<file path="src/rtl/assert_macros.svh">
// ----------------------------------------------------------------------------
// Assertion macros
// Shared concurrent assertion forms for the reconstruction block.
// ----------------------------------------------------------------------------
`ifndef ASSERT_MACROS_SVH
`define ASSERT_MACROS_SVH

// same-cycle implication
`define MLR_ASSERT_NOW(lbl, clk, rstn, ante, cons, msg) \
  lbl: assert property (@(posedge clk) disable iff (!(rstn)) (ante) |-> (cons)) \
    else $error(msg);

// next-cycle implication
`define MLR_ASSERT_NEXT(lbl, clk, rstn, ante, cons, msg) \
  lbl: assert property (@(posedge clk) disable iff (!(rstn)) (ante) |=> (cons)) \
    else $error(msg);

`endif

</file>
<file path="src/rtl/mlr_pkg.sv">
// ----------------------------------------------------------------------------
// mlr_pkg
// Types and constants of the MUSCL limited reconstruction block.
// ----------------------------------------------------------------------------
package mlr_pkg;

  localparam int MODE_W     = 3;
  localparam int KAPPA_W    = 18;
  localparam int BIAS_W     = 16;
  localparam int CFG_DATA_W = 18;
  localparam int CFG_IDX_W  = 2;

  localparam int KAPPA_RST = 21845;
  localparam int BIAS_RST  = 1;

  typedef enum logic [MODE_W-1:0] {
    LIM_NONE        = 3'd0,
    LIM_VAN_LEER    = 3'd1,
    LIM_MINMOD      = 3'd2,
    LIM_SUPERBEE    = 3'd3,
    LIM_FIRST_ORDER = 3'd4
  } limiter_e;

  typedef enum logic [CFG_IDX_W-1:0] {
    REG_LIMITER_MODE = 2'd0,
    REG_KAPPA        = 2'd1,
    REG_DIFF_BIAS    = 2'd2
  } reg_idx_e;

  // per-ratio classification carried alongside the divider
  typedef struct packed {
    logic neg;   // signs of numerator and divisor differ
    logic dz;    // divisor is zero
    logic nz;    // numerator is nonzero
    logic npos;  // numerator is positive
    logic big;   // quotient does not fit the divider's quotient width
  } ratio_flags_t;

endpackage

</file>
<file path="src/rtl/mlr_div.sv">
// ----------------------------------------------------------------------------
// mlr_div
// Pipelined restoring divider, one quotient bit per stage.
// The dividend must be below den << QUO_W.
// ----------------------------------------------------------------------------
module mlr_div #(
  parameter int DEN_W  = 34,
  parameter int QUO_W  = 32,
  parameter int SIDE_W = 1
) (
  input  logic                   clk_i,
  input  logic                   en_i,
  input  logic [DEN_W+QUO_W-1:0] num_i,
  input  logic [DEN_W-1:0]       den_i,
  input  logic [SIDE_W-1:0]      side_i,
  output logic [QUO_W-1:0]       quo_o,
  output logic [SIDE_W-1:0]      side_o
);

  localparam int RW = DEN_W + QUO_W;

  logic [RW-1:0]     rem_q  [QUO_W];
  logic [DEN_W-1:0]  den_q  [QUO_W];
  logic [QUO_W-1:0]  quo_q  [QUO_W];
  logic [SIDE_W-1:0] side_q [QUO_W];

  for (genvar k = 0; k < QUO_W; k++) begin : g_stage
    logic [RW-1:0]     rem_in;
    logic [RW-1:0]     trial;
    logic [DEN_W-1:0]  den_in;
    logic [QUO_W-1:0]  quo_in;
    logic [QUO_W-1:0]  quo_nx;
    logic [SIDE_W-1:0] side_in;
    logic              take;

    if (k == 0) begin : g_first
      assign rem_in  = num_i;
      assign den_in  = den_i;
      assign quo_in  = '0;
      assign side_in = side_i;
    end else begin : g_next
      assign rem_in  = rem_q[k-1];
      assign den_in  = den_q[k-1];
      assign quo_in  = quo_q[k-1];
      assign side_in = side_q[k-1];
    end

    assign trial = RW'(den_in) << (QUO_W - 1 - k);
    assign take  = rem_in >= trial;

    always_comb begin
      quo_nx = quo_in;
      quo_nx[QUO_W-1-k] = take;
    end

    always_ff @(posedge clk_i) begin
      if (en_i) begin
        quo_q[k]  <= quo_nx;
        side_q[k] <= side_in;
      end
    end

    if (k < QUO_W - 1) begin : g_rem
      always_ff @(posedge clk_i) begin
        if (en_i) begin
          rem_q[k] <= take ? rem_in - trial : rem_in;
          den_q[k] <= den_in;
        end
      end
    end
  end

  assign quo_o  = quo_q[QUO_W-1];
  assign side_o = side_q[QUO_W-1];

endmodule

</file>
<file path="src/rtl/mlr_limit.sv">
// ----------------------------------------------------------------------------
// mlr_limit
// Slope limiter: maps a Q ratio to a limiter factor. Van Leer uses a
// pipelined divider; the other modes travel alongside it.
// ----------------------------------------------------------------------------
module mlr_limit #(
  parameter int DATA_WIDTH = 32,
  parameter int FRAC_BITS  = 16
) (
  input  logic                         clk_i,
  input  logic                         en_i,
  input  logic [mlr_pkg::MODE_W-1:0]   mode_i,
  input  logic signed [DATA_WIDTH-1:0] r_i,
  output logic [FRAC_BITS+1:0]         f_o
);

  localparam int DW   = DATA_WIDTH;
  localparam int F    = FRAC_BITS;
  localparam int FW   = F + 2;
  localparam int CW   = ((DW > F + 2) ? DW : F + 2) + 2;
  localparam int LDW  = ((F > DW) ? F : DW) + 1;
  localparam int QW   = F + 1;
  localparam int NUMW = LDW + QW;

  localparam logic signed [CW-1:0] QC = CW'(1) <<< F;
  localparam logic signed [CW-1:0] Q2 = CW'(1) <<< (F + 1);

  logic signed [CW-1:0] rx, r2, sa, sb, sm, alt_c;
  logic                 vl_c;
  logic [NUMW-1:0]      num_d, num_q;
  logic [LDW-1:0]       den_d, den_q;
  logic [FW:0]          side_d, side_q, side_o;
  logic [QW-1:0]        quo;
  logic [FW-1:0]        f_q;

  always_comb begin
    rx = CW'(r_i);
    r2 = rx <<< 1;
    sa = (r2 < QC) ? r2 : QC;
    sb = (rx < Q2) ? rx : Q2;
    sm = (sb > sa) ? sb : sa;
    case (mode_i)
      mlr_pkg::LIM_NONE:     alt_c = QC;
      mlr_pkg::LIM_MINMOD:   alt_c = (rx > 0) ? ((rx > QC) ? QC : rx) : '0;
      mlr_pkg::LIM_SUPERBEE: alt_c = (sm > 0) ? sm : '0;
      default:               alt_c = '0;
    endcase
    vl_c = (mode_i == mlr_pkg::LIM_VAN_LEER);
    if (rx > 0) begin
      num_d = NUMW'($unsigned(r_i)) << (F + 1);
      den_d = (LDW'(1) << F) + LDW'($unsigned(r_i));
    end else begin
      num_d = '0;
      den_d = LDW'(1);
    end
    side_d = {FW'(alt_c), vl_c};
  end

  always_ff @(posedge clk_i) begin
    if (en_i) begin
      num_q  <= num_d;
      den_q  <= den_d;
      side_q <= side_d;
    end
  end

  mlr_div #(
    .DEN_W  (LDW),
    .QUO_W  (QW),
    .SIDE_W (FW + 1)
  ) u_div (
    .clk_i  (clk_i),
    .en_i   (en_i),
    .num_i  (num_q),
    .den_i  (den_q),
    .side_i (side_q),
    .quo_o  (quo),
    .side_o (side_o)
  );

  always_ff @(posedge clk_i) begin
    if (en_i) begin
      f_q <= side_o[0] ? FW'(quo) : side_o[FW:1];
    end
  end

  assign f_o = f_q;

endmodule

</file>
<file path="config.mk">
export PLATFORM = sky130hd
export DESIGN_NAME = mlr_limit
export DESIGN_NICKNAME = d
export VERILOG_FILES = /design/src/rtl/assert_macros.svh /design/src/rtl/mlr_pkg.sv /design/src/rtl/mlr_div.sv /design/src/rtl/mlr_limit.sv
export SDC_FILE = /design/constraint.sdc
export NUM_CORES = 2
export LEC_CHECK = 0
export BUFFER_PORTS_ARGS = -buffer_cell sky130_fd_sc_hd__buf_4
export CORE_MARGIN = 2
export CORE_UTILIZATION = 40
export DETAILED_ROUTE_END_ITERATION = 8
export HOLD_SLACK_MARGIN = 0.12
export PLACE_DENSITY = 0.57
export SLEW_MARGIN = 20
export SYNTH_ARGS = -nofsm -noshare
export SYNTH_HDL_FRONTEND = slang
export SYNTH_SLANG_ARGS = --single-unit
</file>
<file path="constraint.sdc">
create_clock -name clk_i -period 7.1 [get_ports clk_i]
set_input_delay 1.065 -clock clk_i [delete_from_list [all_inputs] [get_ports clk_i]]
set_output_delay 1.065 -clock clk_i [all_outputs]
set_load 0.01 [all_outputs]
</file>
# After elaboration in Yosys (flattened, before gate mapping)
# Memory sizes are Yosys's and may differ from the RTL's.
# Index checks and enable logic that the tools add are counted.
[totals] register_bits=120 ram_bits=2023 in_bits=37 out_inout_bits=18 wordCells=80 memories=4
[op_classes] add_sub_neg=17 magnitude_cmp=23 eq_ne=3 muxes=26 reduce_logical=1
[mem_list] memory="u_div.rem_q" words=17 word_bits=50 rd=16 rd_ports_with_merged_regs=0 write_ports=16 line="mlr_div.sv:22" rtl="logic [RW-1:0] rem_q [QUO_W];"
[mem_list] memory="u_div.den_q" words=17 word_bits=33 rd=16 rd_ports_with_merged_regs=0 write_ports=16 line="mlr_div.sv:23" rtl="logic [DEN_W-1:0] den_q [QUO_W];"
[mem_list] memory="u_div.side_q" words=17 word_bits=19 rd=17 rd_ports_with_merged_regs=0 write_ports=17 line="mlr_div.sv:25" rtl="logic [SIDE_W-1:0] side_q [QUO_W];"
[mem_list] memory="u_div.quo_q" words=17 word_bits=17 rd=17 rd_ports_with_merged_regs=0 write_ports=17 line="mlr_div.sv:24" rtl="logic [QUO_W-1:0] quo_q [QUO_W];"
[op_table] op="two-way mux 50 bit" n=16
[op_table] op="two-way mux 34 bit" n=3
[op_table] op="two-way mux 18 bit" n=3
[op_table] op="case mux 18 bit (3 select lines)" n=1
[op_table] op=">= comparator 50 x 33 -> 1 bit" n=1
[op_table] op=">= comparator 50 x 34 -> 1 bit" n=1
[op_table] op=">= comparator 50 x 35 -> 1 bit" n=1
[op_table] op=">= comparator 50 x 36 -> 1 bit" n=1
[op_table] op=">= comparator 50 x 37 -> 1 bit" n=1
[op_table] op=">= comparator 50 x 38 -> 1 bit" n=1
[op_table] op=">= comparator 50 x 39 -> 1 bit" n=1
[op_table] op=">= comparator 50 x 40 -> 1 bit" n=1
[op_table] op=">= comparator 50 x 41 -> 1 bit" n=1
[op_table] op=">= comparator 50 x 42 -> 1 bit" n=1
[op_table] op=">= comparator 50 x 43 -> 1 bit" n=1
[op_table] op=">= comparator 50 x 44 -> 1 bit" n=1
[op_table] op=">= comparator 50 x 45 -> 1 bit" n=1
[op_table] op=">= comparator 50 x 46 -> 1 bit" n=1
[op_table] op=">= comparator 50 x 47 -> 1 bit" n=1
[op_table] op=">= comparator 50 x 48 -> 1 bit" n=1
[op_table] op=">= comparator 50 x 49 -> 1 bit" n=1
[op_table] op="subtractor 50 x 34 -> 50 bit" n=1
[op_table] op="subtractor 50 x 35 -> 50 bit" n=1
[op_table] op="subtractor 50 x 36 -> 50 bit" n=1
[op_table] op="25 further kinds" n=27

# Longest topological paths before layout
[depth] depth_word=7 mapped_depth=21 ltp_nobuf=18

# Cells and area by module
# Synthesis repeated with hierarchy kept, for this count alone.
[hier_totals] cells_unflattened=8516 area_unflattened_um2=99047.5
[by_module_without_submodules] mod="mlr_div" n_inst=1 cells_per_inst=8072 area_per_inst_um2=93937.6 seq_area_each_um2=54172.0
[by_module_without_submodules] mod="mlr_limit" n_inst=1 cells_per_inst=444 area_per_inst_um2=5109.9 seq_area_each_um2=2612.5

# Worst setup path before layout
# OpenSTA, ideal clock, no wires.
[synth_path] path_kind="input to register" from="input port r_i[27]" to="register side_q[3] (data pin)" setup_ns=0.132 t_arrival_ns=5.662 setup_slack_ns=1.306 cell_stages=19 path_buffers=5 cell_sequence="clkbuf_1 nor4_1 nand2_1 or4_1 ha_1 clkbuf_1 clkbuf_1 nor2b_1 ha_1 nand2_1 nor4_1 nand2_1 o31ai_1 o22a_1 buf_4 mux2_2 a31oi_1 buf_2 a22o_1"
[synth_via] elab_chain_cells=7 elab_cells_between_ends=13 classes_between="6 x order compare; 7 x mux"
[synth_rtl] item="from (decl)" line="mlr_limit.sv:13" rtl="input logic signed [DATA_WIDTH-1:0] r_i,"
[synth_rtl] item="< comparator 33 x 18 -> 1 bit or < comparator 32 x 19 -> 1 bit (tied branches)" line="mlr_limit.sv:39, mlr_limit.sv:40"
[synth_rtl] item="two-way mux 34 bit (on tied branches)" line="mlr_limit.sv:39, mlr_limit.sv:40"
[synth_rtl] item="greater-than comparator 34 bit" line="mlr_limit.sv:41" rtl="sm = (sb > sa) ? sb : sa;"
[synth_rtl] item="two-way mux 34 bit" line="mlr_limit.sv:41"
[synth_rtl] item="greater-than comparator 34 x 1 -> 1 bit" line="mlr_limit.sv:45" rtl="mlr_pkg::LIM_SUPERBEE: alt_c = (sm > 0) ? sm : '0;"
[synth_rtl] item="two-way mux 18 bit" line="mlr_limit.sv:45"
[synth_rtl] item="case mux 18 bit (3 select lines) (*)" line="mlr_limit.sv:42" rtl="case (mode_i)"
[synth_rtl] item="named net alt_c[2]" line="mlr_limit.sv:28" rtl="logic signed [CW-1:0] rx, r2, sa, sb, sm, alt_c;"
[synth_rtl] item="to (signal assigned)" line="mlr_limit.sv:63" rtl="side_q <= side_d;"
[synth_rtl] item="to (decl)" line="mlr_limit.sv:32" rtl="logic [FW:0] side_d, side_q, side_o;"
# The timed path passes the listed nets; every way through them passes the cells marked *.
# A chain may end at the register's enable or synchronous reset.

# Worst setup path in the final report
[layout_path] from="input port r_i[26]" to="register side_q[17] (data pin)"
# The elaborated chain is that of the path after synthesis.

==> impl_metrics.toml <==
[critical_path]
cp_data_required_time_ns = 7.79
timing.rr.end = "u_div.rem_q[0][689]"
crit_fanout = 23
path_buf_inv = 4
criticalPathCategory = "in -> reg"
start_kind = "input pin"
rr_startpoint = "u_div.rem_q[0][605]"
cp.arrival_ns = 6.59
slowest_stage = "ha_1"
ff2ff_setup_slack_ns = 2.08
path_cells = "buf_4 -> nor4_1 -> nand2_1 -> or4_1 -> ha_1 -> buf_4 -> nand2b_1 -> ha_1 -> nand2_1 -> nor4_1 -> buf_4 -> and4b_1 -> nor4_1 -> nor2b_1 -> o22a_1 -> mux2_2 -> a31oi_1 -> buf_4 -> a31o_2"
cpMostUsedCell = "buf_4"
cpLargestDelayFamily = "simple AND/OR/NAND/NOR gates"
cpPeakStageDelay_ns = 0.76
end_kind = "flop"
r2r_cells = 12

[timing]
timing.fmax_mhz = 169.7
finalSetupViolCount = 0
worst_pin_slew_ns = 1.286
fin_skew_ns = 0.05180
setup_tns_ns = 0
slew_headroom = 0.1361
timing.hold.ws_ns = 0.3737
finalHoldViolations = 0
fin_crit_sh = 0.8300
layout_min_cycle_time_ns = 5.893
slew_viol_final = 0
rsz0062_at_grt = "false"

[clock_tree]
cts_setup_buffers = 0
cts_tree = "built"
htree_levels = 4
clk_pin_slew_ns = 0.06
post_cts_resized = 0
cts.sinks = 1755
worstSkewPairLatency_ns = 0.83
cts_root_buffer = "clkbuf_16"
clockBufferDepth = 3
numCtsBuffers = 190
hold_buffers = 0

[synthesis]
synth-async-reset-ratio = 0
synth_top_area_share = 0.5682
ys_top_cells_by_area = "edfxtp_1 57%, ha_1 8.1%, a21oi_1 3.3%"
seq_area_frac_synth = 0.5682
avgSynthCellArea_um2 = 11.53
yosysUniqueCellTypes = 100
synthesis.area_um2 = 92750
synth_top_cell_by_area = "edfxtp_1"
synth_ff_type = "edfxtp_1"
yosysWarningCount = 0
postSynthCellCount = 8042
synth_edf_count = 1755
ys_ff_latch = 1755

[pwr]
ir_drop_v = 0.0001969
p_per_area_nw_per_um2 = 389.8
design_power_total_mw = 40.20
power.leakage_nw = 40.19

[global_route]
grt_first_pass_wirelength_um = 330500
met3_usage = 0.02179
grt-ovfl-total = 0
grt_pass1_vias = 60770
grt_max_degree = 185
grt_usage = 0.1759
use_met2 = 0.3249
antenna_found_initial = 7
busiest_layer = "met2"
met1_usage = 0.2002

[cells_and_area]
syn_to_final_growth_pct = 11.21
nFillCells = 20830
multi_input_area_um2 = 36650
final_area_um2 = 103100
final_nets = 8821
layout-drive-gt1-share = 0.06778
seq_area_um2 = 52700
stdcell_count = 11350

[floorplanning]
dieArea_um2 = 235700
core_region_area_um2 = 230300
ios = 55
num_rows = 176
die_x_um = 485.5
start_util = 0.4027
die_h_um = 485.5

[routing]
drc = 0
ant_nets = 0
wire_per_inst_um = 18.55
vias = 60240
wl_um = 210500
drt_pre_antenna_iters = 6
first_iter_violations = 3542
via_per_inst = 5.308

[place]
place.port_buffers = 54
place_inst = 11010
dpl_cell_area_um2 = 96880
gp_congestion = 0.9641
hpwl_um = 159200

[hold_path]
min_from = "u_div.side_q[0][295]"
hold_path_end = "u_div.side_q[0][314]"
whs_path_depth = 0
hold_class = "reg -> reg"

[run]
drv_cap = 0

[status]
status = "finished, final reports clean"
==> sequential cells by signal, summed over array words and instances, names as in the netlist <==
| register | count |
|---|---|
| den_q | 18 |
| u_div.rem_q | 664 |
| u_div.den_q | 528 |
| num_q | 32 |
| f_o | 18 |
| side_q | 19 |
| u_div.side_q | 323 |
| u_div.quo_q | 153 |
==> cell usage in the layout, fill, tap and decap left out, drive strengths merged, types with 77 or more instances in the layout <==
cell type,count
nand2,606
xnor2,313
nor2,562
nand3,131
mux2,111
o21a,77
nor3,125
o21ai,517
edfxtp,1755
nand2b,126
buf,111
ha,597
inv,744
a21o,258
xor2,258
clkbuf,221
a21oi,618
nand4,99
nor2b,93
clkinv,82
==> cell usage after synthesis (all sizes together) (24+ instances only) <==
master	number
a211oi	57
a21boi	24
a21o	258
a21oi	618
a31oi	67
and2	58
and3	62
buf	52
clkbuf	123
edfxtp	1755
ha	597
inv	737
mux2	111
nand2	606
nand2b	126
nand3	131
nand4	99
nor2	562
nor2b	93
nor3	125
nor4	71
o211ai	36
o21a	77
o21ai	517
o21bai	53
o31ai	56
or2	26
or3	44
xnor2	313
xor2	258
==> cell type report <==
cell class / count / area share
Sequential cell: 1755 / 0.5109
Timing Repair Buffer: 111 / 0.009486
Clock inverter: 121 / 0.01323
Antenna cell: 2 / 0.00004852
Tap cell: 3026 / 0.03671
Inverter: 737 / 0.02682
Clock buffer: 221 / 0.04743
Multi-Input combinational cell: 5376 / 0.3553
==> routing by layer <==
metal,vias to the layer above,part of all wire
li1,29800,-
met1,28840,0.41
met2,1139,0.52
met3,463,0.028
met4,0,0.049
met5,-,0
==> power breakdown <==
group / leakage, nW / internal (mW) / switching [mW] / total (mW)
Combinational: 20.2 / 6.25 / 8.50 / 14.8
Sequential: 17.0 / 14.4 / 1.26 / 15.7
Clock: 2.99 / 5.63 / 4.14 / 9.77
Total: 40.2 / 26.3 / 13.9 / 40.2
==> worst max-delay path by stage <==
stage,from,to,slack [ns],cells past startpoint
3_5_place_dp,r_i[26],side_q[17],0.35,19
4_1_cts,r_i[26],side_q[13],1.22,19
3_3_place_gp,r_i[26],side_q[17],0.43,19
2_1_floorplan,r_i[27],side_q[3],1.31,19
6_report,r_i[26],side_q[17],1.21,19
5_1_grt,r_i[26],side_q[7],0.83,19
==> metrics by stage <==
stage / worst slack [ns] / util
2_1_floorplan: 1.306 / -
3_3_place_gp: 0.4294 / 0.4206
3_5_place_dp: 0.3471 / 0.4206
4_1_cts: 1.215 / 0.4478
5_1_grt: 0.8269 / 0.4478
6_report: 1.207 / 0.4478
==> cell families (layout without fill, tap and decap cells) <==
kind of cell / after synthesis / count (layout) / synth area share
buffers and inverters: 912 / 1190 / 0.03800
other: 1 / 4 / 0.00004043
AOI/OAI and AO/OA: 1970 / 1970 / 0.1319
DFF: 1755 / 1755 / 0.5682
and+or+nand+nor: 2093 / 2093 / 0.1083
adders and majority gates: 613 / 613 / 0.08399
muxes: 127 / 127 / 0.01561
xor gates and xnor gates: 571 / 571 / 0.05392
Power figures use the tool's default switching activity.
